<file path="src/sted_pkg.sv">
// shared types, codes and defaults of the edge-trigger capture core
package sted_pkg;

	localparam int CHANNELS_DEF    = 4;
	localparam int CAPACITY_DEF    = 4096;
	localparam int SAMPLE_BITS_DEF = 16;

	// fixed field widths of the ports
	localparam int CMD_W       = 3;
	localparam int DATA_W      = 16;
	localparam int INDEX_W     = 12;
	localparam int COUNT_W     = 13;
	localparam int CHAN_W      = 2;
	localparam int INPUTS      = 4;
	localparam int CFG_INDEX_W = 3;
	localparam int CFG_DATA_W  = 16;

	localparam int MID_DEPTH = 4;
	localparam int OUT_DEPTH = 2;

	// configuration reset values
	localparam logic [2:0]        ACTIVE_RST = 3'd4;
	localparam logic [1:0]        SOURCE_RST = 2'd0;
	localparam logic [DATA_W-1:0] LEVEL_RST  = '0;
	localparam logic [1:0]        MODE_RST   = 2'd0;
	localparam logic              SLOPE_RST  = 1'b0;
	localparam logic              RUN_RST    = 1'b1;

	typedef enum logic [CMD_W-1:0] {
		CMD_SAMPLE = 3'd0,
		CMD_FORCE  = 3'd1,
		CMD_CLEAR  = 3'd2,
		CMD_REARM  = 3'd3,
		CMD_READ   = 3'd4
	} cmd_t;

	typedef enum logic [CFG_INDEX_W-1:0] {
		REG_ACTIVE_CHANNELS = 3'd0,
		REG_TRIGGER_SOURCE  = 3'd1,
		REG_TRIGGER_LEVEL   = 3'd2,
		REG_TRIGGER_MODE    = 3'd3,
		REG_TRIGGER_SLOPE   = 3'd4,
		REG_RUN_ENABLE      = 3'd5
	} cfg_reg_t;

	localparam logic [1:0] MODE_SINGLE = 2'd2;
	localparam logic       SLOPE_FALL  = 1'b1;

	// memory operation handed from front to back
	typedef enum logic [1:0] {
		OP_NONE  = 2'd0,
		OP_WRITE = 2'd1,
		OP_READ  = 2'd2,
		OP_CLEAR = 2'd3
	} op_t;

	typedef struct packed {
		logic               trigger_seen;
		logic               trigger_fired;
		logic [INDEX_W-1:0] trigger_point;
		logic [COUNT_W-1:0] stored_count;
		logic               capture_frozen;
	} stat_t;

	typedef struct packed {
		logic signed [DATA_W-1:0] read_data;
		stat_t                    stat;
	} res_t;

endpackage

</file>
<file path="src/sted_front.sv">
// front: configuration, command decode, fill/trigger bookkeeping, memory request build
module sted_front #(
	parameter int CHANNELS    = sted_pkg::CHANNELS_DEF,
	parameter int CAPACITY    = sted_pkg::CAPACITY_DEF,
	parameter int SAMPLE_BITS = sted_pkg::SAMPLE_BITS_DEF,
	localparam int NCH = (CHANNELS < sted_pkg::INPUTS) ? CHANNELS : sted_pkg::INPUTS,
	localparam int AW  = (CAPACITY > 2) ? $clog2(CAPACITY) : 1
) (
	input  logic                                   clk,
	input  logic                                   arst_n,
	input  logic                                   accept,
	input  logic [sted_pkg::CMD_W-1:0]             command,
	input  logic signed [sted_pkg::DATA_W-1:0]     sample_a,
	input  logic signed [sted_pkg::DATA_W-1:0]     sample_b,
	input  logic signed [sted_pkg::DATA_W-1:0]     sample_c,
	input  logic signed [sted_pkg::DATA_W-1:0]     sample_d,
	input  logic [sted_pkg::CHAN_W-1:0]            read_channel,
	input  logic [sted_pkg::INDEX_W-1:0]           read_index,
	input  logic                                   cfg_write_en,
	input  logic [sted_pkg::CFG_INDEX_W-1:0]       cfg_index,
	input  logic [sted_pkg::CFG_DATA_W-1:0]        cfg_data,
	output sted_pkg::op_t                          op,
	output logic [AW-1:0]                          addr,
	output logic [NCH-1:0]                         wmask,
	output logic [NCH-1:0][SAMPLE_BITS-1:0]        wdata,
	output logic [sted_pkg::CHAN_W-1:0]            rchan,
	output sted_pkg::stat_t                        stat
);

	localparam int FW = $clog2(CAPACITY + 1);
	localparam int CW = (SAMPLE_BITS > sted_pkg::DATA_W) ? SAMPLE_BITS : sted_pkg::DATA_W;
	localparam int XW = (FW > sted_pkg::INDEX_W) ? FW : sted_pkg::INDEX_W;
	localparam int SW = ((AW > sted_pkg::INDEX_W) ? AW : sted_pkg::INDEX_W) + 1;

	// configuration
	logic [2:0]                    active_q;
	logic [1:0]                    source_q;
	logic [sted_pkg::DATA_W-1:0]   level_q;
	logic [1:0]                    mode_q;
	logic                          slope_q;
	logic                          run_q;

	// capture bookkeeping
	logic [AW-1:0]                 wh_q;
	logic [FW-1:0]                 fill_q;
	logic [SAMPLE_BITS-1:0]        prev_q;
	logic                          trig_q;
	logic                          single_q;
	logic [AW-1:0]                 last_q;

	logic [AW-1:0]                 wh_nxt;
	logic [FW-1:0]                 fill_nxt;
	logic [SAMPLE_BITS-1:0]        prev_nxt;
	logic                          trig_nxt;
	logic                          single_nxt;
	logic [AW-1:0]                 last_nxt;
	logic                          fired;

	logic signed [sted_pkg::DATA_W-1:0] smp [sted_pkg::INPUTS];
	logic signed [SAMPLE_BITS-1:0] cur_sb;
	logic signed [CW-1:0]          cur_w;
	logic signed [CW-1:0]          prev_w;
	logic signed [CW-1:0]          level_w;
	logic                          src_on;
	logic                          frozen;
	logic                          crossing;
	logic [SW-1:0]                 slot_sum;

	assign smp[0] = sample_a;
	assign smp[1] = sample_b;
	assign smp[2] = sample_c;
	assign smp[3] = sample_d;

	assign frozen  = (mode_q == sted_pkg::MODE_SINGLE) && single_q;
	assign src_on  = (32'(source_q) < 32'(active_q)) && (32'(source_q) < CHANNELS);
	assign cur_sb  = SAMPLE_BITS'(smp[source_q]);
	assign cur_w   = CW'(cur_sb);
	assign prev_w  = CW'($signed(prev_q));
	assign level_w = CW'($signed(level_q));
	assign crossing = (slope_q == sted_pkg::SLOPE_FALL) ?
		(prev_w > level_w && cur_w <= level_w) :
		(prev_w < level_w && cur_w >= level_w);

	// logical index to physical slot once the ring has wrapped
	always_comb begin
		slot_sum = SW'(wh_q) + SW'(read_index);
		if (slot_sum >= SW'(CAPACITY)) begin
			slot_sum = slot_sum - SW'(CAPACITY);
		end
	end

	always_comb begin
		for (int i = 0; i < NCH; i++) begin
			wmask[i] = (32'(active_q) > i);
			wdata[i] = SAMPLE_BITS'(smp[i]);
		end
	end

	always_comb begin
		wh_nxt     = wh_q;
		fill_nxt   = fill_q;
		prev_nxt   = prev_q;
		trig_nxt   = trig_q;
		single_nxt = single_q;
		last_nxt   = last_q;
		fired      = 1'b0;
		op         = sted_pkg::OP_NONE;
		addr       = wh_q;
		rchan      = read_channel;
		case (command)
			sted_pkg::CMD_SAMPLE: begin
				if (run_q && !frozen) begin
					op       = sted_pkg::OP_WRITE;
					wh_nxt   = (wh_q == AW'(CAPACITY - 1)) ? '0 : wh_q + 1'b1;
					fill_nxt = (fill_q < FW'(CAPACITY)) ? fill_q + 1'b1 : fill_q;
					if (src_on && fill_nxt > FW'(1)) begin
						prev_nxt = cur_sb;
						if (crossing) begin
							fired    = 1'b1;
							trig_nxt = 1'b1;
							last_nxt = AW'(fill_nxt - 1'b1);
							if (mode_q == sted_pkg::MODE_SINGLE) begin
								single_nxt = 1'b1;
							end
						end
					end
				end
			end
			sted_pkg::CMD_FORCE: begin
				trig_nxt   = 1'b1;
				last_nxt   = (fill_q != '0) ? AW'(fill_q - 1'b1) : '0;
				single_nxt = 1'b0;
			end
			sted_pkg::CMD_CLEAR: begin
				op         = sted_pkg::OP_CLEAR;
				wh_nxt     = '0;
				fill_nxt   = '0;
				prev_nxt   = '0;
				trig_nxt   = 1'b0;
				single_nxt = 1'b0;
				last_nxt   = '0;
			end
			sted_pkg::CMD_REARM: begin
				single_nxt = 1'b0;
			end
			sted_pkg::CMD_READ: begin
				if (32'(read_channel) < CHANNELS && XW'(read_index) < XW'(fill_q)) begin
					op   = sted_pkg::OP_READ;
					addr = (fill_q < FW'(CAPACITY)) ? AW'(read_index) : AW'(slot_sum);
				end
			end
			default: begin
			end
		endcase
	end

	always_comb begin
		stat.trigger_seen   = trig_nxt;
		stat.trigger_fired  = fired;
		stat.trigger_point  = sted_pkg::INDEX_W'(last_nxt);
		stat.stored_count   = sted_pkg::COUNT_W'(fill_nxt);
		stat.capture_frozen = (mode_q == sted_pkg::MODE_SINGLE) && single_nxt;
	end

	always_ff @(posedge clk or negedge arst_n) begin
		if (!arst_n) begin
			active_q <= sted_pkg::ACTIVE_RST;
			source_q <= sted_pkg::SOURCE_RST;
			level_q  <= sted_pkg::LEVEL_RST;
			mode_q   <= sted_pkg::MODE_RST;
			slope_q  <= sted_pkg::SLOPE_RST;
			run_q    <= sted_pkg::RUN_RST;
			wh_q     <= '0;
			fill_q   <= '0;
			prev_q   <= '0;
			trig_q   <= 1'b0;
			single_q <= 1'b0;
			last_q   <= '0;
		end else begin
			if (accept) begin
				wh_q     <= wh_nxt;
				fill_q   <= fill_nxt;
				prev_q   <= prev_nxt;
				trig_q   <= trig_nxt;
				single_q <= single_nxt;
				last_q   <= last_nxt;
			end
			if (cfg_write_en) begin
				case (cfg_index)
					sted_pkg::REG_ACTIVE_CHANNELS: active_q <= cfg_data[2:0];
					sted_pkg::REG_TRIGGER_SOURCE:  source_q <= cfg_data[1:0];
					sted_pkg::REG_TRIGGER_LEVEL:   level_q  <= cfg_data;
					sted_pkg::REG_TRIGGER_MODE: begin
						mode_q   <= cfg_data[1:0];
						single_q <= 1'b0;
					end
					sted_pkg::REG_TRIGGER_SLOPE:   slope_q  <= cfg_data[0];
					sted_pkg::REG_RUN_ENABLE: begin
						run_q <= cfg_data[0];
						if (cfg_data[0]) begin
							single_q <= 1'b0;
						end
					end
					default: begin
					end
				endcase
			end
		end
	end

endmodule

</file>
<file path="config.mk">
export PLATFORM = sky130hd
export DESIGN_NAME = sted_front
export DESIGN_NICKNAME = d
export VERILOG_FILES = /design/src/sted_pkg.sv /design/src/sted_front.sv
export SDC_FILE = /design/constraint.sdc
export NUM_CORES = 1
export LEC_CHECK = 0
export BUFFER_PORTS_ARGS = -buffer_cell sky130_fd_sc_hd__clkbuf_2
export CORE_UTILIZATION = 57
export CTS_CLUSTER_SIZE = 24
export DETAILED_ROUTE_END_ITERATION = 16
export GPL_TIMING_DRIVEN = 0
export PLACE_DENSITY = 0.95
export SYNTH_ARGS = -nofsm -noshare
export SYNTH_HDL_FRONTEND = slang
export SYNTH_SLANG_ARGS = --single-unit
export TNS_END_PERCENT = 100
</file>
<file path="constraint.sdc">
create_clock -name clk -period 8.2 [get_ports clk]
set_input_delay 1.64 -clock clk [delete_from_list [all_inputs] [get_ports clk]]
set_output_delay 1.64 -clock clk [all_outputs]
set_load 0.02 [all_outputs]
</file>
# Word level (Yosys, flattened, before mapping)
# Cells that the tools add are included.
# totals
out_inout_bits,112
in_bits,104
register_bits,80
elab_cells,108
# classes
bitwise_logic,1
magnitude_cmp,14
add_sub_neg,6
mux,42
reduce_logical,20
eq_ne,13
# op_table
op,n
$mux W12,10
$mux W16,4
$pmux W12 S3,1
$sub A12 B1 Y12 const B,3
$bmux W16 S2,1
$pmux W16 S2,1
$mux W13,2
$pmux W13 S2,1
$pmux W12 S2,1
$ge A16 B16 Y1,1
$gt A16 B16 Y1,1
$le A16 B16 Y1,1
$lt A16 B16 Y1,1
$mux W1,16
$add A12 B12 Y13,1
$add A13 B1 Y13 const B,1
$ge A13 B13 Y1 const B,1
$gt A13 B1 Y1 const B,1
$lt A12 B13 Y1,1
$lt A13 B13 Y1 const B,1
$reduce_bool A13 Y1,1
$add A12 B1 Y12 const B,1
$eq A12 B12 Y1 const B,1
$eq A3 B2 Y1 const B,4
other kinds (21),39

# Longest topological paths before layout
# depth
word_depth,15
mapped_depth,14
depth_no_buf,12

# Worst setup path after synthesis
# Ideal clock, no wire load.
# synth_path
path_type,in2out
from,input port sample_d[5] in the netlist's numbering
to,output port stat[14] in the netlist's numbering
required_ns,6.560
slack_ns,1.939
stages,11
path_buffers,1
arrival_ns,4.621
cell_sequence,mux4_2 > ha_1 > a211oi_1 > o21ai_0 > or4_1 > a211oi_1 > nor4_1 > o211ai_4 > buf_8 > a21oi_1 > o21ai_0
# synth_lines
item,line,source
"start, declared",sted_front.sv:16,"input logic signed [sted_pkg::DATA_W-1:0] sample_d,"
"end, declared",sted_front.sv:27,output sted_pkg::stat_t stat

==> summary.md <==
| Metric | Value |
|---|---|
| Post-CTS Repair Setup Buffers | 0 |
| Post-Route WL | roughly 23000 um |
| Library cells used by synthesis | 68 |
| Worst slew margin | approximately 28% |
| Area occupied by multi-input gates | 4370 um2 |
| Post-synth net total | 1012 |
| Port buffer count | roughly 210 |
| DRC viols | 0 |
| Crit path arrival time | 5.54 ns |
| Total Die Area | between 10000 and 15000 um2 |
| Critical Path, Cell by Cell | clkbuf_1, buf_1, mux4_2, ha_1, o21ai_0, o21ai_0, or4_1, a21oi_1, o2111a_1, o211ai_4, buf_8, nor2_1, a22oi_1, o21ai_0, clkbuf_2 |
| Pin count of the biggest net entering global routing | 68 |
| Max-cap violation count | 0 |
| Finish-stage setup viols | 0 |
| Post-layout minimum cycle time | 7.184 ns |
| Critical path class | register to output pin |
| Cells after Synth | 847 |
| Grt ovf | 0 |
| Synthesized flop and latch total | 80 |
| Worst vdd ir | between 100 and 150 uV |
| Asr flop ratio synth | 100.0% |
| Hpwl dp | 17960 um |
| Die Y-Extent | 114.7 um |
| Status | completed |
| Clk sink count | 80 |
| Most common cell in the netlist | nand2_1 |
| Initial DRC Count | 656 |
| Chip Width | approximately 110 um |
| Max-slew violation count | 0 |
| CTS Buf Count | 9 |
| EDFF count, synth | 0 |
| Fmax | 0.1392 GHz |
| Top cells by area, synth | dfrtp_1, ha_1, buf_4 |
| Hold-fix buffers at CTS | 0 |
| Clk pin slew, worst setup/hold paths | 0.07 ns |
| Grt met1 use | between 40 and 50% |
| Fillers | 914 |
| Slowest stage delay, CP | 0.71 ns |
| Crit path buf inv count | 4 |
| Post-route antenna net violation count | 0 |
| Final Hold Violating Endpoints | 0 |
| PnR worst setup slack | 1.016 ns |
| Fin cells | 1243 |
| Leak Pwr | 4.413 nW |
| Area Growth Syn to Fin | 22.27% |
| Post_cts resized | 0 |
| Final Util | 72.45% |
| Grt met2 use | 62.22% |
| Initial Utilization | 59.25% |
| Adder-Cell Fraction of Synth Area | 10.65% |
| Post-synth top area cell | dfrtp_1 |
| Slowest CP cell | buf_1 |
| Final TNS setup | 0 ns |
| Seq/Total Area, Yosys | 27.70% |
| Placed Cells | 1227 |
| Final Cycle Share | around 88% |
| Post-synthesis compound-gate area fraction | a little under a fifth |
| Routed len/inst | 18.54 um |
| Share of layout cells above drive strength 1 | 32.37% |
| Multiplexer share of the synthesized area | 9.476% |
| CP endpoint kind | output pin |
| Synth top cells by count | nand2_1, dfrtp_1, o21ai_0 |
| Design area | 8847 um2 |
| # rows | 40 |
| Final Net Count | 1235 |
| CTS root buf | clkbuf_16 |
| Pre-CTS setup slack | 1.447 ns |
| RSZ-0062 raised after global routing | no |
| Ys flop type | dfrtp_1 |
| Startpoint Class | register |
| Total track usage | 35.93% |
| Worst min-delay path class | register to register |
| Clock Latency Late Sink | 0.35 ns |
| CP max FO | 10 |
| Initial antenna violation count | 0 |
| Vias per std cell | 6.015 |
| Maximum clock path buffer count | 2 |
| H-tree depth | 3 |
| Post-Syn Area | 7236 um2 |
| CTS tree | done |
| GRT busiest layer | met2 |
| First-pass GRT wire length | 36090 um |
| Synth Area in Simple Gates | between 10% and 20% |
| Post-synth top area share | 26.98% |
| FF-to-FF Start | source_q[0] |
| IO Count | 216 |
| Vias | 7477 |
| GPL Wtd Cong | 0.9955 |
| Sequential cell area | 2004 um2 |
| Worst slew pin tran | 1.074 ns |
| Vias in the first global route | a little over 7000 |
| XOR/XNOR Fraction of Synth Area | 5.326% |
| Power Dens Cells | 184.9 nW/um2 |
| Ant diodes | 0 |
| 1st-pass router iterations | 5 |
| Skew final | 0.01146 ns |
| Hold wc startpoint | prev_q[0] |
| Largest family of logic cells by synthesized area | compound AO/OA/AOI/OAI gates |
| Most Frequent Cell on Critical Path | o21ai_0 |
| Post-Place Cell Area | 8532 um2 |
| Avg Synthesized Cell Area | between 8 and 9 um2 |
| Req. time, crit path | 6.56 ns |
| Core area | ~12000 um2 |
| Worst Setup SP | source_q[0] |
| CP top delay family | buffers and inverters |
| Number of synthesis warnings | 0 |
| Met3 usage | under 10% |
==> report_power, final <==
| part | switching (mW) | total (mW) | internal, mW |
|---|---|---|---|
| clock | 0.179 | 0.428 | 0.249 |
| combinational | 0.411 | 0.709 | 0.298 |
| sequential | 0.0443 | 0.499 | 0.455 |
| total | 0.634 | 1.64 | 1.00 |
==> cell usage in the layout, fill, tap and decap left out, types with 5 or more instances in the layout <==
cell / netlist / layout
mux2i_1: 19 / 19
clkbuf_1: 27 / 27
nor2b_1: 8 / 8
nand2_1: 103 / 103
nand2b_1: 10 / 10
ha_1: 60 / 60
o211ai_1: 6 / 6
xnor2_1: 35 / 35
nor3_1: 10 / 10
o21ai_1: 6 / 6
or2_2: 5 / 5
mux4_2: 16 / 16
nor4_1: 5 / 5
o22ai_1: 11 / 11
mux2_2: 12 / 12
clkbuf_2: 0 / 210
a22o_1: 7 / 7
a21o_1: 10 / 10
inv_1: 50 / 50
nand3_1: 20 / 20
buf_4: 69 / 69
clkbuf_16: 0 / 9
o21a_1: 5 / 5
nand4_1: 12 / 12
xor2_1: 9 / 9
o21ai_0: 77 / 77
o22a_1: 8 / 8
nor2_1: 52 / 52
o31ai_1: 10 / 10
a21oi_1: 37 / 37
dfrtp_1: 78 / 78
==> through the flow <==
stage / total power [mW] / hold slack, ns
finish: 1.636 / 0.4882
CTS: 1.618 / 0.4863
floorplan: 0.9730 / 0.4485
global placement: 1.153 / 0.4619
global route: 1.716 / 0.5158
detailed placement: 1.181 / 0.4713
==> layer usage <==
layer	wire, um	up-vias
met2	11310	486
met5	0	-
li1	-	3423
met4	680	0
met1	8996	3503
met3	2058	65
==> registers in the layout, indices dropped and copies added (netlist names) <==
name	flops
level_q	16
prev_q	16
fill_q	13
last_q	12
wh_q	12
active_q	3
mode_q	2
source_q	2
run_q	1
single_q	1
slope_q	1
trig_q	1
==> final timing paths <==
kind,to,slack [ns],depth (start not counted)
setup / recovery,stat[14],1.02,15
hold / removal,prev_q[0],0.49,2
setup reg to reg,single_q,3.05,14
hold reg to reg,prev_q[0],0.49,2
max in group asynchronous,run_q,6.39,2
min in group asynchronous,level_q[10],1.17,1
==> layout make-up <==
class,count,area share (%)
plain buffers,103,7.566
clock buffers,10,2.701
clock inverters,6,0.8627
inverters,51,2.164
multi-input cells,613,49.40
flip-flops and latches,80,22.66
well taps,168,2.376
repair buffers,212,12.28
==> worst register-to-register path: stages, from the launching register on <==
cell and delay [ns]:
dfrtp_1 0.32, clkbuf_1 0.49, buf_1 0.72, mux4_2 0.62, ha_1 0.34, o21ai_0 0.28
o21ai_0 0.14, or4_1 0.53, a21oi_1 0.17, o2111a_1 0.29, o211ai_4 0.18, buf_8 0.21
nor2_1 0.33, nand3_1 0.18, a32oi_1 0.24
==> cell families (layout without fill, tap and decap cells) <==
| family | count (synthesis) | after routing |
|---|---|---|
| flip-flops | 80 | 80 |
| AO/OA/AOI/OAI | 207 | 207 |
| multiplexers | 47 | 47 |
| XOR/XNOR | 44 | 44 |
| adder cells (fa/ha/maj) | 61 | 61 |
| buffers and inverters | 154 | 382 |
| AND/OR/NAND/NOR | 254 | 254 |
No activity file was read; power rests on OpenSTA's default activity.
