**config.mk**
```make
export PLATFORM = sky130hd
export DESIGN_NAME = sted_fifo
export DESIGN_NICKNAME = d
export VERILOG_FILES = /design/src/sted_fifo.sv
export SDC_FILE = /design/constraint.sdc
export NUM_CORES = 1
export LEC_CHECK = 0
export BUFFER_PORTS_ARGS = -buffer_cell sky130_fd_sc_hd__buf_2
export CELL_PAD_IN_SITES_DETAIL_PLACEMENT = 0
export CELL_PAD_IN_SITES_GLOBAL_PLACEMENT = 1
export CORE_ASPECT_RATIO = 0.9
export CORE_UTILIZATION = 45
export CTS_BUF_LIST = sky130_fd_sc_hd__clkbuf_4 sky130_fd_sc_hd__clkbuf_8
export DETAILED_ROUTE_END_ITERATION = 6
export PLACE_DENSITY_LB_ADDON = 0.15
export SYNTH_ARGS = -nofsm -noshare
export SYNTH_HDL_FRONTEND = slang
export SYNTH_SLANG_ARGS = --single-unit
```
**constraint.sdc**
```tcl
create_clock -name clk -period 3.75 [get_ports clk]
set_clock_uncertainty 0.2 [all_clocks]
set_input_delay 0.1875 -clock clk [delete_from_list [all_inputs] [get_ports clk]]
set_output_delay 0.1875 -clock clk [all_outputs]
set_load 0.01 [all_outputs]
```
**src/sted_fifo.sv**
```systemverilog
// small register fifo used between front, back and the result port
module sted_fifo #(
	parameter int WIDTH = 8,
	parameter int DEPTH = 4
) (
	input  logic                       clk,
	input  logic                       arst_n,
	input  logic                       push,
	input  logic [WIDTH-1:0]           din,
	input  logic                       pop,
	output logic [WIDTH-1:0]           dout,
	output logic                       full,
	output logic                       empty,
	output logic [$clog2(DEPTH+1)-1:0] count
);

	localparam int PW = (DEPTH > 1) ? $clog2(DEPTH) : 1;
	localparam int CW = $clog2(DEPTH + 1);

	logic [WIDTH-1:0] mem_q [DEPTH];
	logic [PW-1:0]    wptr_q;
	logic [PW-1:0]    rptr_q;
	logic [CW-1:0]    count_q;

	assign dout  = mem_q[rptr_q];
	assign full  = (count_q == CW'(DEPTH));
	assign empty = (count_q == '0);
	assign count = count_q;

	always_ff @(posedge clk) begin
		if (push) begin
			mem_q[wptr_q] <= din;
		end
	end

	always_ff @(posedge clk or negedge arst_n) begin
		if (!arst_n) begin
			wptr_q  <= '0;
			rptr_q  <= '0;
			count_q <= '0;
		end else begin
			if (push) begin
				wptr_q <= (wptr_q == PW'(DEPTH - 1)) ? '0 : wptr_q + 1'b1;
			end
			if (pop) begin
				rptr_q <= (rptr_q == PW'(DEPTH - 1)) ? '0 : rptr_q + 1'b1;
			end
			if (push && !pop) begin
				count_q <= count_q + 1'b1;
			end else if (pop && !push) begin
				count_q <= count_q - 1'b1;
			end
		end
	end

endmodule

```
# == Word level (Yosys, flattened, before mapping) ==
# Memories as Yosys holds them, arrays and structs flattened.
# Cells that the tools add are included.
# totals
ram_bits,32
elab_cells,23
output_inout_bits,13
regBits,7
in_bits,12
latch_bits,0
n_memories,1
mem_bits_ro,0
# memory_table
name,words,word_bits,rd,rd_clocked_by_memory_dff,write_ports,line_no,source
mem_q,4,8,1,0,1,20,logic [WIDTH-1:0] mem_q [DEPTH];
# classes
reduce_logical,6
n_mux,6
div_mod_pow,0
n_shift,0
order_cmp,0
eq_ne,3
addsub,4
n_bitwise,0
multipliers,0
# op_table
cell,n
$mux 3,2
$add 2x1->2 const B,2
$eq 2x2->1 const B,2
$mux 2,2
$add 3x1->3 const B,1
$eq 3x3->1 const B,1
$logic_not 3->1,1
$sub 3x1->3 const B,1
$logic_and 1x1->1,2
$logic_not 1->1,2
$mux 1,2
$reduce_bool 2->1,1

# == Logic depth before layout (Yosys ltp) ==
# Gate-level depths: netlist (run 1).
# logic_depth
depth_word,4
ltp_mapped,7
mapped_depth_nobuf,7

# == Least setup slack after synthesis (run 1) ==
# Ideal clock, no wire load.
# synth_timing
path_kind,register -> register
from,"reg count_q[0], in the netlist count[0]"
to,"reg count_q[2], in the netlist count[2]"
required_time_ns,3.471
arrival_ns,1.270
slack_ns,2.201
n_path_buf,0
synth_period_minus_slack_ns,1.549
path_stages_with_launch,5
path_cell_list,dfrtp_1 > fa_1 > xor2_1 > nor2_1 > xor2_1
# synth_between
elab_chain_cells,3
word_cells_on_any_way,4
# synth_rtl
element,line_no,source
from (decl),23,logic [CW-1:0] count_q;
from (signal assigned),49,count_q <= count_q + 1'b1;
from (signal assigned),51,count_q <= count_q - 1'b1;
$sub 3x1->3,51,
$mux 3,50,end else if (pop && !push) begin
$mux 3 *,48,if (push && !pop) begin
# Mark *: on every way between the ends. The rest lies on a longest branch, timed or not. The select of a mux whose other input is x is not followed.
# A chain may end at the register's enable or synchronous reset.

# == Final worst setup path (run 1) ==
# layout_timing
from,reg rptr_q[0]
to,out dout[4]
# layout_between
elab_chain_cells,1
# layout_rtl
element,line_no,source
from (decl),22,logic [PW-1:0] rptr_q;
from (signal assigned),46,rptr_q <= (rptr_q == PW'(DEPTH - 1)) ? '0 : rptr_q + 1'b1;
$mem_v2 4x8,n/a,
to (decl),11,"output logic [WIDTH-1:0] dout,"
# No other way between the ends.

==> impl_metrics.sql, run 1 <==
INSERT INTO impl_metrics (metric_group, metric, value, unit) VALUES
('outcome', 'result_of_the_run', 'finished, final reports clean', ''),
('place', 'gp_congestion', '0.6429', ''),
('layout', 'layout-drive-gt1-share', '0.3500', ''),
('floorplanning', 'number_of_core_rows', '19', ''),
('power_and_ir_drop', 'power.net_switching', '0.3949', 'mW'),
('yosys', 'netlist_instances', '79', ''),
('global_route', 'grt_first_pass_wirelength', '4.326', 'mm'),
('worst_setup_path', 'worst_ep_required_time', '3.36', 'ns'),
('yosys', 'ys_seq_area_frac', '0.7247', ''),
('clock_tree', 'worst_skew_pair_later_pin_latency', '0.28', 'ns'),
('floorplanning', 'die-height', '58.00', 'um'),
('worst_setup_path', 'cp_data_arrival_time', '1.75', 'ns'),
('timing', 'worst_pin_slew', '0.5984', 'ns'),
('timing', 'slew_headroom', '0.6011', ''),
('run', 'cap_violations', '0', ''),
('routing', 'detailroute.via_count', '764', ''),
('yosys', 'postSynthNetCount', '98', ''),
('routing', 'routed_wl', '2.517', 'mm'),
('global_route', 'groute.usage.overall', '0.1665', ''),
('clock_tree', 'cts.repair.resized', '0', ''),
('clock_tree', 'numCtsBuffers', '5', ''),
('power_and_ir_drop', 'power.share.sequential', '0.487', ''),
('worst_setup_path', 'critical_path.startpoint_type', 'register', ''),
('routing', 'drt_first_pass_iters', '2', ''),
('yosys', 'synth.avg_cell_area', '19.84', 'um2'),
('worst_setup_path', 'list_of_cells_traversed_by_the_critical_path', 'mux4_2, buf_2', ''),
('layout', 'layout.nets', '138', ''),
('routing', 'wl_met2', '1.159', 'mm'),
('worst_setup_path', 'worst-r2r-setup-slack', '2.11', 'ns'),
('routing', 'detail_route.vias_per_cell', '4.716', ''),
('layout', 'antenna_cells_inserted', '0', ''),
('clock_tree', 'cts_hold_buffers', '11', ''),
('routing', 'detail_route.iter0.violations', '25', ''),
('floorplanning', 'design.core.area', '3186', 'um2'),
('clock_tree', 'cts-root-to-sink-buffers', '2', ''),
('timing', 'grt_setup_unrepaired', 'false', ''),
('worst_setup_path', 'crit_path_top_delay_cell', 'sky130_fd_sc_hd__dfrtp_1', ''),
('timing', 'final-setup-viol-count', '0', ''),
('timing', 'fin_tns_setup', '0', 'ns'),
('routing', 'detail-route-antenna-nets', '0', ''),
('layout', 'most_frequent_cells_in_the_layout', '32 x sky130_fd_sc_hd__edfxtp_1, 24 x sky130_fd_sc_hd__buf_2, 11 x sky130_fd_sc_hd__dlygate4sd3_1, 8 x sky130_fd_sc_hd__mux4_2, 7 x sky130_fd_sc_hd__dfrtp_1', ''),
('place', 'numPortBuffers', '24', ''),
('place', 'placed_cells', '143', ''),
('floorplanning', 'dieArea', '3724', 'um2'),
('floorplanning', 'initial_utilization', '0.4921', ''),
('layout', 'fin_cells', '162', ''),
('clock_tree', 'cts-htree-levels', '2', ''),
('floorplanning', 'ios', '25', ''),
('clock_tree', 'clk_pin_slew', '0.07', 'ns'),
('worst_setup_path', 'end_kind', 'output pin', ''),
('routing', 'routed.top_layer', 'met4', ''),
('worst_setup_path', 'critical_path_class', 'register to output pin', ''),
('power_and_ir_drop', 'vdd_drop_max', '0.3545', 'mV'),
('hold_path', 'hp-class', 'input pin to async pin', ''),
('layout', 'final_core_utilization', '0.6096', ''),
('routing', 'wl_per_cell', '15.54', 'um'),
('clock_tree', 'cts_tree', 'yes', ''),
('global_route', 'grt_antenna_before_repair', '0', ''),
('power_and_ir_drop', 'power_frac_comb', '0.268', ''),
('layout', 'synthToLayoutAreaGrowth', '23.86', '%'),
('yosys', 'yosys_register_bits', '39', ''),
('timing', 'finalWorstPathRequiredPeriod', '2.135', 'ns'),
('timing', 'report.final.hold_viol_count', '0', ''),
('clock_tree', 'tritoncts_num_sinks', '39', ''),
('timing', 'period_share', '0.5694', ''),
('global_route', 'grt_max_degree', '13', ''),
('timing', 'max_freq', '0.4683', 'GHz'),
('power_and_ir_drop', 'powerDensity', '699.8', 'nW/um2'),
('worst_setup_path', 'cpPeakStageDelay', '0.73', 'ns'),
('worst_setup_path', 'critPathBufInv', '1', ''),
('power_and_ir_drop', 'clock_power_share', '0.245', '');
-- state kept, by name (all words and copies together), names as in the netlist --
signal,cells
rptr_q,2
mem_q,32
wptr_q,2
count,3
-- Yosys cell counts --
cell type                  instances  area, um2
sky130_fd_sc_hd__buf_2             1      5.000
sky130_fd_sc_hd__edfxtp_1         32      960.9
sky130_fd_sc_hd__nor3b_1           1      7.510
sky130_fd_sc_hd__inv_1             4      15.01
sky130_fd_sc_hd__buf_6             1      11.26
sky130_fd_sc_hd__fa_1              1      20.02
sky130_fd_sc_hd__o21ai_0           2      10.01
sky130_fd_sc_hd__a21o_2            1      8.760
sky130_fd_sc_hd__mux2_2            2      22.52
sky130_fd_sc_hd__nand2_1           2      7.510
sky130_fd_sc_hd__xnor2_1           1      8.760
sky130_fd_sc_hd__dfrtp_1           7      175.2
sky130_fd_sc_hd__nor2_1            2      7.510
sky130_fd_sc_hd__and2_1            4      25.02
sky130_fd_sc_hd__nor3_1            2      10.01
sky130_fd_sc_hd__ha_1              6      75.07
sky130_fd_sc_hd__xor2_1            2      17.52
sky130_fd_sc_hd__mux4_2            8      180.2
-- per-layer routing --
| layer | global-route usage | vias up |
|---|---|---|
| li1 | - | 380 |
| met1 | 0.2340 | 360 |
| met2 | 0.2538 | 19 |
| met3 | 0.05315 | 5 |
| met4 | 0.04762 | 0 |
| met5 | 0 | - |
-- logic make-up after synthesis --
| family | synth area share |
|---|---|
| DFF | 0.7247 |
| and+or+nand+nor | 0.03671 |
| muxes | 0.1293 |
| adders and majority gates | 0.06065 |
| buffers and inverters | 0.01995 |
| AOI/OAI and AO/OA | 0.01197 |
| xor gates and xnor gates | 0.01676 |
-- area by class of cell --
class | instances | area [um2]
multi-input combinational | 34 | 400.4
clock buffer | 5 | 68.82
clock inverter | 3 | 38.79
fill | 252 | 1244
tap | 42 | 52.55
sequential | 39 | 1136
timing repair buffer | 35 | 230.2
inverter | 4 | 15.01
-- worst reg2reg max path, delay by kind of cell, from the launching register on --
family                   cells  cell delay (ns)
adder cells (fa/ha/maj)      1             0.15
buffers and inverters        1             0.11
flip-flops                   1             0.42
AND/OR/NAND/NOR              1             0.40
-- path summary, 6_finish.rpt --
| kind | startpoint | to | cells after the start |
|---|---|---|---|
| worst min register to register | count[2]$_DFFE_PN0P_ | count[2]$_DFFE_PN0P_ | 1 |
| min in group clk | count[2]$_DFFE_PN0P_ | count[2]$_DFFE_PN0P_ | 1 |
| worst min-delay path | arst_n | count[0]$_DFFE_PN0P_ | 2 |
| worst max-delay path | rptr_q[0]$_DFFE_PN0P_ | dout[4] | 2 |
| worst max register to register | wptr_q[0]$_DFFE_PN0P_ | mem_q[2][5]$_DFFE_PP_ | 3 |
| max in group asynchronous | arst_n | rptr_q[1]$_DFFE_PN0P_ | 2 |
-- power groups by stage --
stage / logic (mW) / clock network [mW] / registers [mW]
final: 0.364 / 0.333 / 0.662
after global routing: 0.406 / 0.358 / 0.682
after CTS: 0.371 / 0.339 / 0.664
after detailed placement: 0.360 / 0 / 0.673
after global placement: 0.353 / 0 / 0.668
after floorplan: 0.281 / 0 / 0.626
-- stage by stage --
stage	area [um2]	total power [mW]	hold slack, ns	worst slack (ns)
2_1_floorplan	1568	0.9070	-0.3081	2.201
3_3_place_gp	1724	1.021	-0.1659	1.898
3_5_place_dp	1724	1.033	-0.1643	1.902
4_1_cts	1942	1.374	0.07009	1.575
5_1_grt	1942	1.446	0.1171	1.478
6_report	1942	1.359	0.1118	1.615
Note: power is estimated with default switching activity, not from simulation.
==> run 2: changes to the inputs <==
--- a/config.mk
+++ b/config.mk
@@ -5,11 +5,12 @@
 export SDC_FILE = /design/constraint.sdc
 export NUM_CORES = 1
 export LEC_CHECK = 0
+export ABC_AREA = 1
 export BUFFER_PORTS_ARGS = -buffer_cell sky130_fd_sc_hd__buf_2
 export CELL_PAD_IN_SITES_DETAIL_PLACEMENT = 0
 export CELL_PAD_IN_SITES_GLOBAL_PLACEMENT = 1
 export CORE_ASPECT_RATIO = 0.9
-export CORE_UTILIZATION = 45
+export CORE_UTILIZATION = 42
 export CTS_BUF_LIST = sky130_fd_sc_hd__clkbuf_4 sky130_fd_sc_hd__clkbuf_8
 export DETAILED_ROUTE_END_ITERATION = 6
 export PLACE_DENSITY_LB_ADDON = 0.15
==> constraint.sdc (replaced) <==
create_clock -name clk -period 1.8 [get_ports clk]
set_clock_uncertainty 0.2 [all_clocks]
set_input_delay 0.09 -clock clk [delete_from_list [all_inputs] [get_ports clk]]
set_output_delay 0.09 -clock clk [all_outputs]
set_load 0.01 [all_outputs]
==> run 2 against run 1 <==
  * Count of clock-buffer cells in the layout grew 2
  * Sequential power grew 99%
  * Hold slack gained 0.23 ns
  * Largest cell class unchanged
==> impl_metrics.sql, run 2 <==
INSERT INTO impl_metrics (metric_group, metric, value, unit) VALUES
('timing', 'slew_viol_final', '0', ''),
('yosys', 'postSynth.topFlopCell', 'sky130_fd_sc_hd__edfxtp_1', ''),
('yosys', 'synth_commonest_cells', '40 x sky130_fd_sc_hd__nand2_1, 32 x sky130_fd_sc_hd__edfxtp_1, 27 x sky130_fd_sc_hd__inv_1', ''),
('global_route', 'global_route.overflow_total', '0', ''),
('worst_setup_path', 'critical_path_class', 'input pin to register', ''),
('routing', 'detail-route-antenna-nets', '0', ''),
('layout', 'fin_cells', '233', ''),
('worst_setup_path', 'end_kind', 'register', ''),
('yosys', 'yosysTopAreaCellShare', '0.5626', ''),
('yosys', 'synth-simple-area-share', '0.1026', ''),
('timing', 'finalWorstPathRequiredPeriod', '1.734', 'ns'),
('clock_tree', 'root_buffer', 'sky130_fd_sc_hd__clkbuf_8', ''),
('place', 'placed_cells', '213', ''),
('global_route', 'grt_max_degree', '26', ''),
('global_route', 'groute.usage.overall', '0.1615', ''),
('yosys', 'synth.area.top_cells', 'sky130_fd_sc_hd__edfxtp_1 56%, sky130_fd_sc_hd__dfrtp_1 10%, sky130_fd_sc_hd__nand2_1 8.8%', ''),
('hold_path', 'hp-class', 'register to register', ''),
('power_and_ir_drop', 'power.net_switching', '1.035', 'mW'),
('yosys', 'postSynthNetCount', '164', ''),
('layout', 'final_common_cell', 'sky130_fd_sc_hd__nand2_1', ''),
('clock_tree', 'cts_tree', 'yes', ''),
('outcome', 'result_of_the_run', 'finished, final reports clean', ''),
('routing', 'detail_route.iter0.violations', '41', ''),
('power_and_ir_drop', 'power_leakage', '0.9442', 'nW'),
('yosys', 'synth.avg_cell_area', '11.78', 'um2'),
('power_and_ir_drop', 'powerDensity', '1409', 'nW/um2'),
('yosys', 'ys_seq_area_frac', '0.6652', ''),
('yosys', 'synth-edff-count', '32', ''),
('layout', 'ff_latch_area', '1136', 'um2'),
('timing', 'grt_setup_unrepaired', 'false', ''),
('worst_setup_path', 'reg2reg_to', 'mem_q[1][3]$_DFFE_PP_', ''),
('global_route', 'first_global_vias', '1158', ''),
('floorplanning', 'initial_utilization', '0.4483', ''),
('routing', 'detailroute.via_count', '1129', ''),
('clock_tree', 'clk_pin_slew', '0.07', 'ns'),
('timing', 'max_freq', '0.5768', 'GHz'),
('power_and_ir_drop', 'power.share.sequential', '0.451', ''),
('place', 'gp_congestion', '0.7576', ''),
('place', 'hpwlAfterDp', '2.154', 'mm'),
('yosys', 'synthDominantAreaCellType', 'sky130_fd_sc_hd__edfxtp_1', ''),
('timing', 'fin_tns_setup', '0', 'ns'),
('layout', 'largest_register', 'mem_q', ''),
('layout', 'layout-drive-gt1-share', '0.1979', ''),
('clock_tree', 'cts-root-to-sink-buffers', '2', ''),
('hold_path', 'worst_hold_path.num_cells', '2', ''),
('clock_tree', 'cts_post_setup_buffers_inserted', '0', ''),
('yosys', 'synth.yosys.warnings', '0', ''),
('yosys', 'synth_top_family_by_area', 'simple AND/OR/NAND/NOR gates', ''),
('power_and_ir_drop', 'power_frac_comb', '0.348', ''),
('floorplanning', 'ios', '25', ''),
('yosys', 'compound_gate_fraction_of_synth_area', '0.08205', ''),
('clock_tree', 'numCtsBuffers', '5', ''),
('worst_setup_path', 'crit_fanout', '4', ''),
('power_and_ir_drop', 'vdd_drop_max', '0.6116', 'mV'),
('layout', 'synthToLayoutAreaGrowth', '21.83', '%'),
('global_route', 'grt_antenna_before_repair', '0', ''),
('power_and_ir_drop', 'internal_power', '1.897', 'mW'),
('timing', 'worst_pin_slew', '0.3783', 'ns'),
('routing', 'route.detailed.drc', '0', ''),
('clock_tree', 'cts-htree-levels', '2', ''),
('timing', 'report.final.hold_viol_count', '0', ''),
('yosys', 'post_synth_num_cell_types', '18', ''),
('layout', 'most_frequent_cells_in_the_layout', '40 x sky130_fd_sc_hd__nand2_1, 32 x sky130_fd_sc_hd__edfxtp_1, 26 x sky130_fd_sc_hd__inv_1, 24 x sky130_fd_sc_hd__buf_2, 16 x sky130_fd_sc_hd__o211ai_1', ''),
('floorplanning', 'design.core.area', '3810', 'um2'),
('layout', 'final_core_utilization', '0.5461', ''),
('layout', 'number_of_flip_flops_under_the_largest_register_name', '32', ''),
('yosys', 'synthMostInstantiatedCell', 'sky130_fd_sc_hd__nand2_1', ''),
('global_route', 'grt_first_pass_wirelength', '5.202', 'mm'),
('floorplanning', 'number_of_core_rows', '21', ''),
('power_and_ir_drop', 'clock_power_share', '0.201', ''),
('routing', 'detail_route.vias_per_cell', '4.845', ''),
('yosys', 'fraction_of_synthesized_cell_area_in_xor_and_xnor_cells', '0.005128', ''),
('worst_setup_path', 'cp_data_arrival_time', '1.72', 'ns'),
('worst_setup_path', 'worst_ep_required_time', '1.79', 'ns'),
('timing', 'slew_headroom', '0.7475', ''),
('power_and_ir_drop', 'power.share.switching', '0.3530', ''),
('yosys', 'multiplexer_area_fraction_after_synthesis', '0', ''),
('floorplanning', 'dieArea', '4326', 'um2'),
('yosys', 'post_synthesis_share_of_cell_area_spent_on_full_adders_half_adders_and_majority_gates', '0.05568', ''),
('hold_path', 'hp-start', 'count[2]$_DFFE_PN0P_', ''),
('floorplanning', 'die_x', '69.22', 'um'),
('yosys', 'netlist_instances', '145', ''),
('timing', 'final-setup-viol-count', '0', ''),
('worst_setup_path', 'worst-r2r-setup-slack', '0.26', 'ns'),
('layout', 'fillerInstances', '335', ''),
('floorplanning', 'die-height', '62.50', 'um'),
('place', 'numPortBuffers', '24', ''),
('routing', 'drt_first_pass_iters', '4', ''),
('layout', 'antenna_cells_inserted', '0', ''),
('clock_tree', 'tritoncts_num_sinks', '39', ''),
('hold_path', 'worstHoldEndpoint', 'count[2]$_DFFE_PN0P_', ''),
('yosys', 'yosys_register_bits', '39', ''),
('layout', 'multi_input_comb_area', '419.2', 'um2'),
('run', 'cap_violations', '0', ''),
('layout', 'layout.nets', '205', ''),
('yosys', 'synthesis.area', '1708', 'um2'),
('yosys', 'ys_async_sr_fraction', '0.1795', ''),
('routing', 'routed_wl', '3.152', 'mm'),
('clock_tree', 'worst_skew_pair_later_pin_latency', '0.29', 'ns'),
('worst_setup_path', 'critical_path.startpoint_type', 'input pin', ''),
('routing', 'wl_per_cell', '13.53', 'um'),
('worst_setup_path', 'r2r.worst_path.cells', '4', ''),
('worst_setup_path', 'reg_to_reg_critical_path_startpoint', 'wptr_q[1]$_DFFE_PN0P_', ''),
('timing', 'period_share', '0.9632', '');
==> run 2: power by group through the flow <==
stage / clock network (mW) / logic, mW / registers [mW]
final: 0.590 / 1.02 / 1.32
after global placement: 0 / 0.986 / 1.33
after detailed placement: 0 / 1.01 / 1.34
after global routing: 0.647 / 1.16 / 1.34
after CTS: 0.604 / 1.04 / 1.32
after floorplan: 0 / 0.692 / 1.30
==> run 2: what timing repair did <==
item,CTS,global route
endpoints found under the hold margin,43,0
setup endpoints to repair,0,5
resized for setup,0,2
hold buffers,12,0
==> run 2: final cells by class <==
type / instances / share of cell area
Clock buffer: 7 / 0.04029
Clock inverter: 1 / 0.002405
Inverter: 29 / 0.05352
Multi-Input combinational cell: 73 / 0.2014
Sequential cell: 39 / 0.5460
Tap cell: 46 / 0.02766
Timing Repair Buffer: 38 / 0.1287
==> run 2: how the worst max path moves through the flow <==
stage	startpoint	endpoint	slack, ns	depth (start not counted)
2_1_floorplan	count[0]$_DFFE_PN0P_	count[2]$_DFFE_PN0P_	0.34	5
3_3_place_gp	wptr_q[0]$_DFFE_PN0P_	mem_q[2][5]$_DFFE_PP_	0.31	4
3_5_place_dp	wptr_q[1]$_DFFE_PN0P_	mem_q[1][5]$_DFFE_PP_	0.24	4
4_1_cts	pop	count[2]$_DFFE_PN0P_	0.04	10
5_1_grt	push	count[2]$_DFFE_PN0P_	0.005	9
6_report	pop	count[2]$_DFFE_PN0P_	0.07	10
==> run 2: layer usage <==
layer,vias up,routed length (um),global-route usage
met1,539,1528,0.1900
met5,-,0,0
met3,7,99,0.05323
met2,17,1469,0.2670
li1,566,-,-
met4,0,54,0.07653
==> run 2: cell families after synthesis <==
logic type,count (synthesis)
buffers and inverters,33
AND/OR/NAND/NOR,45
flip-flops,39
XOR/XNOR,1
AO/OA/AOI/OAI,20
adder cells (fa/ha/maj),7
==> run 2: metrics by stage <==
step / hold slack [ns] / power, mW / setup WS (ns) / area, um2
floorplan: -0.4056 / 1.996 / 0.3443 / 1708
global placement: -0.2653 / 2.312 / 0.3141 / 1869
detailed placement: -0.2593 / 2.350 / 0.2410 / 1869
CTS: 0.3425 / 2.960 / 0.04313 / 2078
global route: 0.3559 / 3.146 / 0.004809 / 2081
finish: 0.3391 / 2.932 / 0.06632 / 2081
==> run 2: worst max-delay path, stage by stage <==
cell and delay [ns]:
sky130_fd_sc_hd__dlygate4sd3_1 0.53, sky130_fd_sc_hd__buf_2 0.14, sky130_fd_sc_hd__inv_2 0.07, sky130_fd_sc_hd__ha_1 0.16, sky130_fd_sc_hd__inv_1 0.07, sky130_fd_sc_hd__fa_1 0.38
sky130_fd_sc_hd__nand2_1 0.10, sky130_fd_sc_hd__nand3_1 0.08, sky130_fd_sc_hd__nand2_1 0.06, sky130_fd_sc_hd__nand2_1 0.04
==> run 3: changes to the inputs <==
--- a/config.mk
+++ b/config.mk
@@ -10,6 +10,7 @@
 export CELL_PAD_IN_SITES_DETAIL_PLACEMENT = 0
 export CELL_PAD_IN_SITES_GLOBAL_PLACEMENT = 1
 export CORE_ASPECT_RATIO = 0.9
+export CORE_MARGIN = 2
 export CORE_UTILIZATION = 42
 export CTS_BUF_LIST = sky130_fd_sc_hd__clkbuf_4 sky130_fd_sc_hd__clkbuf_8
 export DETAILED_ROUTE_END_ITERATION = 6
==> run 3 against run 2 <==
  * Hold slack worse by 0.0055 ns
  * Routed wire length is 3.1% lower
  * Sequential power hardly changed
  * Via count is 4.3% lower
  * Critical path type unchanged
  * Critical endpoint unchanged
  * Largest power group unchanged
==> impl_metrics.sql, run 3 (synthesis results as in run 2) <==
INSERT INTO impl_metrics (metric_group, metric, value, unit) VALUES
('clock_tree', 'cts-root-to-sink-buffers', '2', ''),
('worst_setup_path', 'critical_path_class', 'input pin to register', ''),
('timing', 'period_share', '0.9385', ''),
('global_route', 'grt_first_pass_wirelength', '5.216', 'mm'),
('place', 'placed_area', '1849', 'um2'),
('clock_tree', 'worst_skew_pair_later_pin_latency', '0.29', 'ns'),
('floorplanning', 'die-height', '64.50', 'um'),
('timing', 'fin_tns_setup', '0', 'ns'),
('global_route', 'grt_antenna_before_repair', '0', ''),
('worst_setup_path', 'cp_data_arrival_time', '1.67', 'ns'),
('timing', 'worst_pin_slew', '0.4069', 'ns'),
('clock_tree', 'cts_tree', 'yes', ''),
('routing', 'drt_first_pass_iters', '4', ''),
('floorplanning', 'ios', '25', ''),
('routing', 'detail_route.vias_per_cell', '4.655', ''),
('routing', 'detail_route.iter0.violations', '84', ''),
('floorplanning', 'die_x', '71.22', 'um'),
('timing', 'finalWorstPathRequiredPeriod', '1.689', 'ns'),
('worst_setup_path', 'reg2reg_to', 'mem_q[2][5]$_DFFE_PP_', ''),
('timing', 'slew_headroom', '0.7285', ''),
('place', 'hpwlAfterDp', '2.016', 'mm'),
('timing', 'report.final.hold_viol_count', '0', ''),
('timing', 'max_freq', '0.5920', 'GHz'),
('layout', 'antenna_cells_inserted', '0', ''),
('power_and_ir_drop', 'power_leakage', '0.9359', 'nW'),
('routing', 'route.detailed.drc', '0', ''),
('routing', 'routed_wl', '3.053', 'mm'),
('layout', 'number_of_flip_flops_under_the_largest_register_name', '32', ''),
('floorplanning', 'initial_utilization', '0.4483', ''),
('worst_setup_path', 'cp-startpoint', 'pop', ''),
('worst_setup_path', 'crit_fanout', '4', ''),
('worst_setup_path', 'r2r.worst_path.cells', '4', ''),
('clock_tree', 'numCtsBuffers', '5', ''),
('global_route', 'grt_max_degree', '34', ''),
('floorplanning', 'number_of_core_rows', '21', ''),
('routing', 'detailroute.via_count', '1080', ''),
('clock_tree', 'tritoncts_num_sinks', '39', ''),
('floorplanning', 'dieArea', '4593', 'um2'),
('routing', 'wl_per_cell', '13.16', 'um'),
('worst_setup_path', 'end_kind', 'register', ''),
('layout', 'most_frequent_cells_in_the_layout', '40 x sky130_fd_sc_hd__nand2_1, 32 x sky130_fd_sc_hd__edfxtp_1, 27 x sky130_fd_sc_hd__inv_1, 23 x sky130_fd_sc_hd__buf_2, 16 x sky130_fd_sc_hd__o211ai_1', ''),
('layout', 'layout-drive-gt1-share', '0.1935', ''),
('global_route', 'global_route.overflow_total', '0', ''),
('layout', 'fillerInstances', '329', ''),
('hold_path', 'worst_hold_path.num_cells', '2', ''),
('global_route', 'groute.usage.overall', '0.1538', ''),
('layout', 'synthToLayoutAreaGrowth', '21.10', '%'),
('clock_tree', 'cts-htree-levels', '2', ''),
('timing', 'grt_setup_unrepaired', 'false', ''),
('global_route', 'first_global_vias', '1043', ''),
('worst_setup_path', 'critical_path.startpoint_type', 'input pin', ''),
('power_and_ir_drop', 'powerDensity', '1396', 'nW/um2'),
('worst_setup_path', 'worst_ep_required_time', '1.78', 'ns'),
('run', 'cap_violations', '0', ''),
('worst_setup_path', 'reg_to_reg_critical_path_startpoint', 'wptr_q[0]$_DFFE_PN0P_', ''),
('layout', 'layout.nets', '204', ''),
('layout', 'final_core_utilization', '0.5429', ''),
('hold_path', 'worstHoldEndpoint', 'count[2]$_DFFE_PN0P_', ''),
('clock_tree', 'clk_pin_slew', '0.07', 'ns'),
('hold_path', 'hp-start', 'count[2]$_DFFE_PN0P_', ''),
('timing', 'slew_viol_final', '0', ''),
('timing', 'final-setup-viol-count', '0', ''),
('place', 'numPortBuffers', '24', ''),
('layout', 'final_common_cell', 'sky130_fd_sc_hd__nand2_1', ''),
('clock_tree', 'root_buffer', 'sky130_fd_sc_hd__clkbuf_8', ''),
('routing', 'detail-route-antenna-nets', '0', ''),
('layout', 'fin_cells', '232', ''),
('layout', 'largest_register', 'mem_q', ''),
('layout', 'post_layout_instance_area', '2068', 'um2'),
('power_and_ir_drop', 'vdd_drop_max', '0.7026', 'mV'),
('outcome', 'result_of_the_run', 'finished, final reports clean', ''),
('worst_setup_path', 'worst-r2r-setup-slack', '0.26', 'ns'),
('floorplanning', 'design.core.area', '3810', 'um2'),
('place', 'placed_cells', '212', ''),
('hold_path', 'hp-class', 'register to register', ''),
('place', 'gp_congestion', '0.8556', '');
run 3: cell types whose count changed in the layout (fill, tap and decap cells not counted), sizes merged:
| cell | change |
|---|---|
| buf | -2 |
| clkbuf | +1 |
run 3: power breakdown:
part	leakage (nW)	internal [mW]	switching [mW]
clock	0.0491	0.302	0.285
combinational	0.508	0.383	0.596
sequential	0.379	1.18	0.138
total	0.936	1.87	1.02
run 3: metal layers:
metal | part of all wire | vias to the layer above | wire length (um) | global-route usage
met5 | 0 | - | 0 | 0
met4 | 0.021 | 0 | 63 | 0.07075
met3 | 0.038 | 8 | 117 | 0.03733
met2 | 0.43 | 22 | 1315 | 0.2164
met1 | 0.51 | 490 | 1556 | 0.2249
li1 | - | 560 | - | -
run 3: worst max-delay path: stages:
cell and delay (ns):
sky130_fd_sc_hd__dlygate4sd3_1 0.53, sky130_fd_sc_hd__buf_2 0.14, sky130_fd_sc_hd__inv_1 0.08, sky130_fd_sc_hd__ha_1 0.16
sky130_fd_sc_hd__inv_1 0.07, sky130_fd_sc_hd__fa_2 0.34, sky130_fd_sc_hd__nand2_1 0.09, sky130_fd_sc_hd__nand3_1 0.08
sky130_fd_sc_hd__nand2_1 0.06, sky130_fd_sc_hd__nand2_1 0.04
run 3: worst max-delay path by stage:
stage / endpoint / slack [ns]
floorplan: count[2]$_DFFE_PN0P_ / 0.34
detailed placement: mem_q[2][4]$_DFFE_PP_ / 0.27
global route: count[2]$_DFFE_PN0P_ / 0.006
global placement: mem_q[1][4]$_DFFE_PP_ / 0.29
finish: count[2]$_DFFE_PN0P_ / 0.11
CTS: count[2]$_DFFE_PN0P_ / 0.05
run 3: cell type report:
class | instances | area (um2) | area share
Multi-Input combinational cell | 73 | 421.7 | 0.2039
Tap cell | 46 | 57.56 | 0.02783
Timing Repair Buffer | 37 | 250.2 | 0.1210
Clock buffer | 7 | 83.83 | 0.04053
Inverter | 29 | 113.9 | 0.05505
Sequential cell | 39 | 1136 | 0.5493
Clock inverter | 1 | 5.005 | 0.002420
run 3: timing repair:
item / CTS / global route
endpoints found under the setup margin: 8 / 3
hold endpoints to repair: 43 / 0
hold buffers: 12 / 0
buffers inserted: 0 / 0
gates resized for setup: 1 / 3
run 3: through the flow:
step | power, mW | hold slack [ns] | worst slack (ns)
6_report | 2.887 | 0.3335 | 0.1108
5_1_grt | 3.132 | 0.3571 | 0.006238
4_1_cts | 2.925 | 0.3291 | 0.05457
3_5_place_dp | 2.307 | -0.2611 | 0.2674
3_3_place_gp | 2.273 | -0.2676 | 0.2895
2_1_floorplan | 1.996 | -0.4056 | 0.3443
